===== src/rtl/core/wsd_pkg.sv =====
// Package for the work-stealing deque scheduler: item types, codes and defaults.
// Used by every module of the block but wsd_ram; depends on nothing.
package wsd_pkg;

  localparam int NUM_CPUS_DEF  = 4;
  localparam int SLOT_BITS_DEF = 4;
  localparam int HANDLE_W      = 32;

  localparam logic REQ_PUSH  = 1'b0;
  localparam logic REQ_FETCH = 1'b1;

  typedef enum logic [2:0] {
    ST_PUSHED = 3'd0,
    ST_FULL   = 3'd1,
    ST_POPPED = 3'd2,
    ST_STOLEN = 3'd3,
    ST_NOWORK = 3'd4
  } status_t;

  typedef enum logic {
    S_IDLE,
    S_RESP
  } sched_state_t;

  typedef struct packed {
    logic                req_type;
    logic [1:0]          cpu_index;
    logic [HANDLE_W-1:0] work_handle;
  } wsd_in_t;

  typedef struct packed {
    status_t             status;
    logic [HANDLE_W-1:0] handle_out;
    logic [1:0]          victim_cpu;
  } wsd_out_t;

  typedef struct packed {
    status_t    status;
    logic       mem_we;
    logic [1:0] victim;
  } wsd_dec_t;

endpackage


===== src/rtl/core/wsd_ram.sv =====
// Generic single-port synchronous RAM with a registered read.
// Stand-alone; no package needed.
module wsd_ram #(
  parameter int WIDTH = 32,
  parameter int DEPTH = 64
) (
  input  logic                     clk,
  input  logic                     we,
  input  logic [$clog2(DEPTH)-1:0] addr,
  input  logic [WIDTH-1:0]         wdata,
  output logic [WIDTH-1:0]         rdata
);

  logic [WIDTH-1:0] mem_r [DEPTH];

  always_ff @(posedge clk) begin
    if (we) begin
      mem_r[addr] <= wdata;
    end
    rdata <= mem_r[addr];
  end

endmodule


===== src/rtl/core/wsd_ptr_file.sv =====
// Head and tail pointers of every deque, and the per-request decision logic.
// Depends on wsd_pkg for the item and decision types.
module wsd_ptr_file #(
  parameter int NUM_CPUS  = wsd_pkg::NUM_CPUS_DEF,
  parameter int SLOT_BITS = wsd_pkg::SLOT_BITS_DEF,
  localparam int CPU_BITS = $clog2(NUM_CPUS),
  localparam int ADDR_W   = CPU_BITS + SLOT_BITS
) (
  input  logic              clk,
  input  logic              rst_n,
  input  logic              accept,
  input  wsd_pkg::wsd_in_t  in_item,
  output wsd_pkg::wsd_dec_t dec,
  output logic [ADDR_W-1:0] mem_addr
);

  localparam int PTR_W = SLOT_BITS + 1;
  localparam logic [PTR_W-1:0] NSLOTS = PTR_W'(1) << SLOT_BITS;

  logic [PTR_W-1:0]    head_r   [NUM_CPUS];
  logic [PTR_W-1:0]    tail_r   [NUM_CPUS];
  logic [PTR_W-1:0]    head_nxt [NUM_CPUS];
  logic [PTR_W-1:0]    tail_nxt [NUM_CPUS];
  logic [NUM_CPUS-1:0] cand;
  logic [CPU_BITS-1:0] own_idx;
  logic [CPU_BITS-1:0] steal_idx;
  logic                own_valid;
  logic [PTR_W-1:0]    own_head;
  logic [PTR_W-1:0]    own_tail;
  logic [PTR_W-1:0]    own_fill;
  logic [PTR_W-1:0]    own_head_dec;
  logic [PTR_W-1:0]    steal_tail;

  always_comb begin
    own_idx   = CPU_BITS'(in_item.cpu_index);
    own_valid = (32'(in_item.cpu_index) < NUM_CPUS);
    for (int p = 0; p < NUM_CPUS; p++) begin
      cand[p] = (head_r[p] != tail_r[p]) && !(own_valid && (CPU_BITS'(p) == own_idx));
    end
    steal_idx = '0;
    for (int p = NUM_CPUS - 1; p >= 0; p--) begin
      if (cand[p]) begin
        steal_idx = CPU_BITS'(p);
      end
    end
    own_head     = own_valid ? head_r[own_idx] : '0;
    own_tail     = own_valid ? tail_r[own_idx] : '0;
    own_fill     = own_head - own_tail;
    own_head_dec = own_head - PTR_W'(1);
    steal_tail   = tail_r[steal_idx];

    for (int p = 0; p < NUM_CPUS; p++) begin
      head_nxt[p] = head_r[p];
      tail_nxt[p] = tail_r[p];
    end
    dec.status = wsd_pkg::ST_NOWORK;
    dec.mem_we = 1'b0;
    dec.victim = '0;
    mem_addr   = {own_idx, own_head[SLOT_BITS-1:0]};

    if (in_item.req_type == wsd_pkg::REQ_PUSH) begin
      if (!own_valid || (own_fill == NSLOTS)) begin
        dec.status = wsd_pkg::ST_FULL;
      end else begin
        dec.status        = wsd_pkg::ST_PUSHED;
        dec.mem_we        = 1'b1;
        head_nxt[own_idx] = own_head + PTR_W'(1);
      end
    end else if (own_valid && (own_fill != '0)) begin
      dec.status        = wsd_pkg::ST_POPPED;
      dec.victim        = in_item.cpu_index;
      mem_addr          = {own_idx, own_head_dec[SLOT_BITS-1:0]};
      head_nxt[own_idx] = own_head_dec;
    end else if (cand != '0) begin
      dec.status          = wsd_pkg::ST_STOLEN;
      dec.victim          = 2'(steal_idx);
      mem_addr            = {steal_idx, steal_tail[SLOT_BITS-1:0]};
      tail_nxt[steal_idx] = steal_tail + PTR_W'(1);
    end
  end

  always_ff @(posedge clk) begin
    if (!rst_n) begin
      for (int p = 0; p < NUM_CPUS; p++) begin
        head_r[p] <= '0;
        tail_r[p] <= '0;
      end
    end else if (accept) begin
      for (int p = 0; p < NUM_CPUS; p++) begin
        head_r[p] <= head_nxt[p];
        tail_r[p] <= tail_nxt[p];
      end
    end
  end

endmodule


===== src/rtl/core/work_stealing_deque_scheduler_top.sv =====
// Work-stealing deque scheduler: one bounded ring deque of work handles per processor.
// Needs wsd_pkg, wsd_ram and wsd_ptr_file.
//
// Use: a request is taken on a rising edge with start high and busy low. A push
// stores work_handle at the head of the requester's deque, or reports full. A fetch
// pops the requester's newest handle, else steals the oldest handle of the
// lowest-numbered other non-empty deque, else reports no work.
// Output: out_valid is high for exactly one cycle, the cycle after the request is
// taken, with the result on out_item. busy is high in that cycle, so no new request
// is taken while a result is out; the result waits on the registered read of the
// slot memory. The receiver cannot stall the block; a result not taken is lost.
// Reset clears the state machine and every head and tail pointer, so all deques
// are empty. The slot memory is not cleared; only written slots are ever read.
module work_stealing_deque_scheduler_top #(
  parameter int NUM_CPUS  = wsd_pkg::NUM_CPUS_DEF,
  parameter int SLOT_BITS = wsd_pkg::SLOT_BITS_DEF
) (
  input  logic              clk,
  input  logic              rst_n,
  input  logic              start,
  output logic              busy,
  input  wsd_pkg::wsd_in_t  in_item,
  output logic              out_valid,
  output wsd_pkg::wsd_out_t out_item
);

  localparam int CPU_BITS = $clog2(NUM_CPUS);
  localparam int ADDR_W   = CPU_BITS + SLOT_BITS;
  localparam int DEPTH    = NUM_CPUS << SLOT_BITS;

  wsd_pkg::sched_state_t state_r;
  wsd_pkg::sched_state_t state_nxt;
  wsd_pkg::wsd_dec_t     dec;
  wsd_pkg::status_t      status_r;
  logic [1:0]            victim_r;
  logic [ADDR_W-1:0]     mem_addr;
  logic [wsd_pkg::HANDLE_W-1:0] rdata;
  logic                  accept;

  assign accept = start && !busy;

  wsd_ptr_file #(
    .NUM_CPUS  (NUM_CPUS),
    .SLOT_BITS (SLOT_BITS)
  ) u_ptr (
    .clk      (clk),
    .rst_n    (rst_n),
    .accept   (accept),
    .in_item  (in_item),
    .dec      (dec),
    .mem_addr (mem_addr)
  );

  wsd_ram #(
    .WIDTH (wsd_pkg::HANDLE_W),
    .DEPTH (DEPTH)
  ) u_slots (
    .clk   (clk),
    .we    (accept && dec.mem_we),
    .addr  (mem_addr),
    .wdata (in_item.work_handle),
    .rdata (rdata)
  );

  always_comb begin
    state_nxt = state_r;
    unique case (state_r)
      wsd_pkg::S_IDLE: begin
        if (start) begin
          state_nxt = wsd_pkg::S_RESP;
        end
      end
      wsd_pkg::S_RESP: begin
        state_nxt = wsd_pkg::S_IDLE;
      end
      default: state_nxt = wsd_pkg::S_IDLE;
    endcase
  end

  always_comb begin
    busy      = 1'b0;
    out_valid = 1'b0;
    unique case (state_r)
      wsd_pkg::S_IDLE: begin
        busy = 1'b0;
      end
      wsd_pkg::S_RESP: begin
        busy      = 1'b1;
        out_valid = 1'b1;
      end
      default: busy = 1'b0;
    endcase
  end

  always_ff @(posedge clk) begin
    if (!rst_n) begin
      state_r <= wsd_pkg::S_IDLE;
    end else begin
      state_r <= state_nxt;
    end
  end

  always_ff @(posedge clk) begin
    if (accept) begin
      status_r <= dec.status;
      victim_r <= dec.victim;
    end
  end

  always_comb begin
    out_item.status     = status_r;
    out_item.victim_cpu = victim_r;
    if ((status_r == wsd_pkg::ST_POPPED) || (status_r == wsd_pkg::ST_STOLEN)) begin
      out_item.handle_out = rdata;
    end else begin
      out_item.handle_out = '0;
    end
  end

endmodule


===== config.mk =====
export PLATFORM = sky130hd
export DESIGN_NAME = work_stealing_deque_scheduler_top
export DESIGN_NICKNAME = d
export VERILOG_FILES = /design/src/rtl/core/wsd_pkg.sv /design/src/rtl/core/wsd_ram.sv /design/src/rtl/core/wsd_ptr_file.sv /design/src/rtl/core/work_stealing_deque_scheduler_top.sv
export SDC_FILE = /design/constraint.sdc
export NUM_CORES = 2
export LEC_CHECK = 0
export BUFFER_PORTS_ARGS = -buffer_cell sky130_fd_sc_hd__buf_2
export CAP_MARGIN = 30
export CORE_AREA = 2 2 485 391
export DETAILED_ROUTE_END_ITERATION = 7
export DIE_AREA = 0 0 487 393
export PLACE_DENSITY = 0.64
export SETUP_SLACK_MARGIN = 0.4
export SYNTH_ARGS = -nofsm -noshare
export SYNTH_HDL_FRONTEND = slang
export SYNTH_SLANG_ARGS = --single-unit

===== constraint.sdc =====
create_clock -name clk -period 6.6 [get_ports clk]
set_input_delay 0.33 -clock clk [delete_from_list [all_inputs] [get_ports clk]]
set_output_delay 0.33 -clock clk [all_outputs]
set_load 0.05 [all_outputs]

==> metrics <==
status finished, violations left; failing checks design-rule violations; post-synthesis area per instance about 16 um2; P_int between 20 and 25 mW; DR vias 54440; Syn Nets about 5300; nets@finish around 5700; met1 wire length approximately 110 mm; crit-path max cell delay ~660 ps; I/O pin count 77; Worst setup SP type flop; Final Cycle Share around nine tenths; Final Hold Viols 0; Hold Crit Endpoint status_r[1]; Starting Density about 45%; later-pin clock latency in the skew report 850 ps; cells on worst reg2reg path 17; largest net degree at the start of global routing a little under 80; mean number of vias per cell about 6.6; endpoints failing setup 0; reg2reg start u_ptr.head_r[2][1]; Synth Cell Area between 80000 and 90000 um2; Net Sw Frac between 20% and 30%; Core Util, Final between 50% and 60%; leakage 32.00 nW; grt ovf 0; Post-synth ARST share 0%; Chip Width just under 500 um; layout cells sized above 1 between 10% and 20%; prevailing post-synth register cell edfxtp_1; first-pass GRT wire length 409.0 mm; kind of critical path flop to flop; Root Buffer clkbuf_16; Synth Instances 5294; Pwr Density between 300 and 400 nW/um2; Crit-path slowest cell o21ai_0; total track usage just over 30%; Worst Path Required 7320 ps; initial antenna violation count 25; vias in the first global route approximately 51000; reg-to-reg slack, setup between 700 and 800 ps; final setup skew 45.11 ps; CP arrival 6550 ps; FP Rows about 140; worst hold slack 73.58 ps; WHS Path Cells 2; hpwl dp approximately 180 mm; fin crit period ~5800 ps; Layout area overhead 15.87%; logic gate share of total power between 10% and 20%; Std-Cell Core Area between 150000 and 200000 um2; RSZ-0062 raised after global routing false; Setup WS pre-CTS 448.3 ps; DRC viols 2; cell area after layout between 90000 and 100000 um2; CP Cell Sequence mux4_2, ha_1, nor2b_1, o21a_1, or2_2, a32o_1, o211ai_2, o21ai_2, nor2_4, buf_12, buf_12, buf_4, mux2i_1, o22ai_1, o21ai_0, nand3_1, or4_1; CTS buffer count 194; clk sinks 2126; final wirelength 298.5 mm; max-cap violations 0; critical path's top delay family compound AO/OA/AOI/OAI gates; gpl congestion 0.9258; dpl cell area between 80000 and 90000 um2; PortBufs between 70 and 80; Worst Path Buf+Inv 3; Die Y slightly below 400 um; final worst slack 765.1 ps; CP endpoint kind flop; CTS tree built; DR WL/cell between 30 and 40 um; Post-synth EDFFs roughly 2100; Worst-path clk slew 70 ps; clock tree buffer depth 3; critical-path maximum fanout 68; Slew headroom a little over a quarter; worst slew pin tran ~1100 ps; Routed Antenna Nets 0; Hold Crit Class input pin to flop; Starting DRT DRC Count a little over 10000; sequential share of the synthesized area around three quarters; Switching Power ~9.6 mW; count of cell types in the netlist 100; Seq pwr share a little under half; Peak Freq approximately 170 MHz; top sig layer met5; met3 routed WL between 40 and 50 mm; Clock power frac a little over a third; drt pass-1 iters 8; Slew Limit Fails 0; YS warnings 0; #FFs+latches synth 2126; hold path start in_item[34]; TNS Setup 0 ps; reg2reg end u_slots.rdata[23]; most frequent CP cell buf_12; postcts setup bufs 0; peak ir drop on the vdd network roughly 0.22 mV; die area 191400 um2; H-Tree Depth 4; met2 wire length 126.1 mm
## cells in the final DEF (no fill, tap or decap), types with 15 or more instances in the layout
master            n
a22o_1           21
clkbuf_1         46
mux2_2           53
clkbuf_16       198
a311oi_1         19
a211oi_1         66
dlygate4sd3_1    29
a31oi_1          47
o221ai_1         24
nand2_1         658
edfxtp_1       2093
nor2_4           68
buf_12           99
clkinv_1         36
nand3_1         136
dfxtp_1          33
o211ai_1         24
mux4_2           23
and2_1           39
a221oi_1         46
o22ai_1         127
buf_2            77
nand4_1          31
a22oi_1         154
xnor2_1          22
a21oi_1         287
and3_1           29
o21ai_0         210
nor3_1           22
buf_4           266
or4_1            23
a2111oi_0        15
nor2_1           78
mux2i_1         347
bufinv_16        19
clkinv_2         37
## final cells by class
| class | count | area, um2 |
|---|---|---|
| inverters | 14 | 52.55 |
| fillers | 14910 | 89740 |
| clock buffers | 249 | 5196 |
| flip-flops and latches | 2126 | 63510 |
| repair buffers | 473 | 4697 |
| well taps | 2448 | 3063 |
| diodes | 8 | 20.02 |
| multi-input cells | 2831 | 18980 |
| clock inverters | 112 | 1122 |
## metal layers
metal  GRT usage, %  vias up
met5              0        -
met4          12.94       28
met3          9.872      745
met2          43.86     4544
met1          43.27    27510
li1               -    21620
## state kept, by name, indices dropped and copies added (netlist names)
signal	count
status_r	3
u_ptr.head_r	20
u_slots.mem_r	2048
state_r	1
victim_r	2
u_ptr.tail_r	20
u_slots.rdata	32
## repair_timing
| action | 4_1_cts | 5_1_grt |
|---|---|---|
| hold buffers | 25 | 4 |
| endpoints found under the hold margin | 332 | 74 |
| resized for setup | 0 | 0 |
| setup endpoints to repair | 0 | 0 |
## synth_stat cells (all sizes together), types with 7 or more instances
master      n  area share (%)
nor4       18            0.15
mux4       23            0.62
ha          7            0.11
o211ai     28            0.29
or4        23            0.21
a222oi     14            0.17
mux2       63            0.86
a22o       21            0.22
a211oi     71            0.65
clkbuf    102            0.46
a22oi     154             1.4
and2       40            0.30
mux2i     347             4.2
a21oi     293             1.8
o221ai     24            0.25
xor2       12            0.13
nor3       26            0.18
o21ai     216             1.3
a221o      10            0.12
nand4      31            0.23
and3       29            0.22
nor2b       9           0.068
inv        14           0.063
a221oi     48            0.52
dfxtp      33            0.79
or3         8           0.060
o2111ai    14            0.15
a31oi      47            0.35
a311oi     19            0.20
a2111oi    15            0.16
buf       221             1.5
nand2     664             3.0
edfxtp   2093              75
nor2      150            0.70
o31ai       8           0.072
xnor2      22            0.23
o22ai     127            0.95
a32oi      13            0.14
nand3     137            0.83
## worst max-delay path by stage
stage / from / endpoint / slack (ps) / depth (start not counted)
floorplan: in_item[32] / u_slots.mem_r[0][0] / 240 / 19
global placement: in_item[32] / u_slots.rdata[23] / 460 / 18
detailed placement: in_item[32] / u_slots.rdata[11] / 450 / 16
CTS: u_ptr.head_r[2][3] / u_slots.rdata[11] / 860 / 15
global route: u_ptr.head_r[2][3] / u_slots.rdata[11] / 580 / 15
finish: u_ptr.head_r[2][1] / u_slots.rdata[23] / 770 / 17
## per-stage QoR
stage	instances	total power, mW
floorplan	5294	18.53
global placement	7831	21.31
detailed placement	7858	21.38
CTS	8244	32.56
global route	8254	33.40
finish	8261	32.71
## power by group through the flow
stage          Clock, mW  Sequential [mW]  Combinational (mW)
2_1_floorplan          0             15.4                3.16
3_3_place_gp           0             15.5                5.80
3_5_place_dp           0             15.5                5.88
4_1_cts             11.4             15.2                5.92
5_1_grt             11.9             15.2                6.28
6_report            11.4             15.2                6.13
## cell families (layout without fill, tap and decap cells)
family / Yosys count / count (layout) / share of synthesized area [%]
compound gates: 1196 / 1196 / 9.528
xor+xnor: 35 / 35 / 0.3856
fa+ha+maj: 7 / 7 / 0.1050
buf+inv: 337 / 848 / 1.995
flops: 2126 / 2126 / 76.15
mux: 433 / 433 / 5.641
other cells: 0 / 8 / 0
simple gates: 1160 / 1160 / 6.193
No activity file was read; power rests on OpenSTA's default activity.
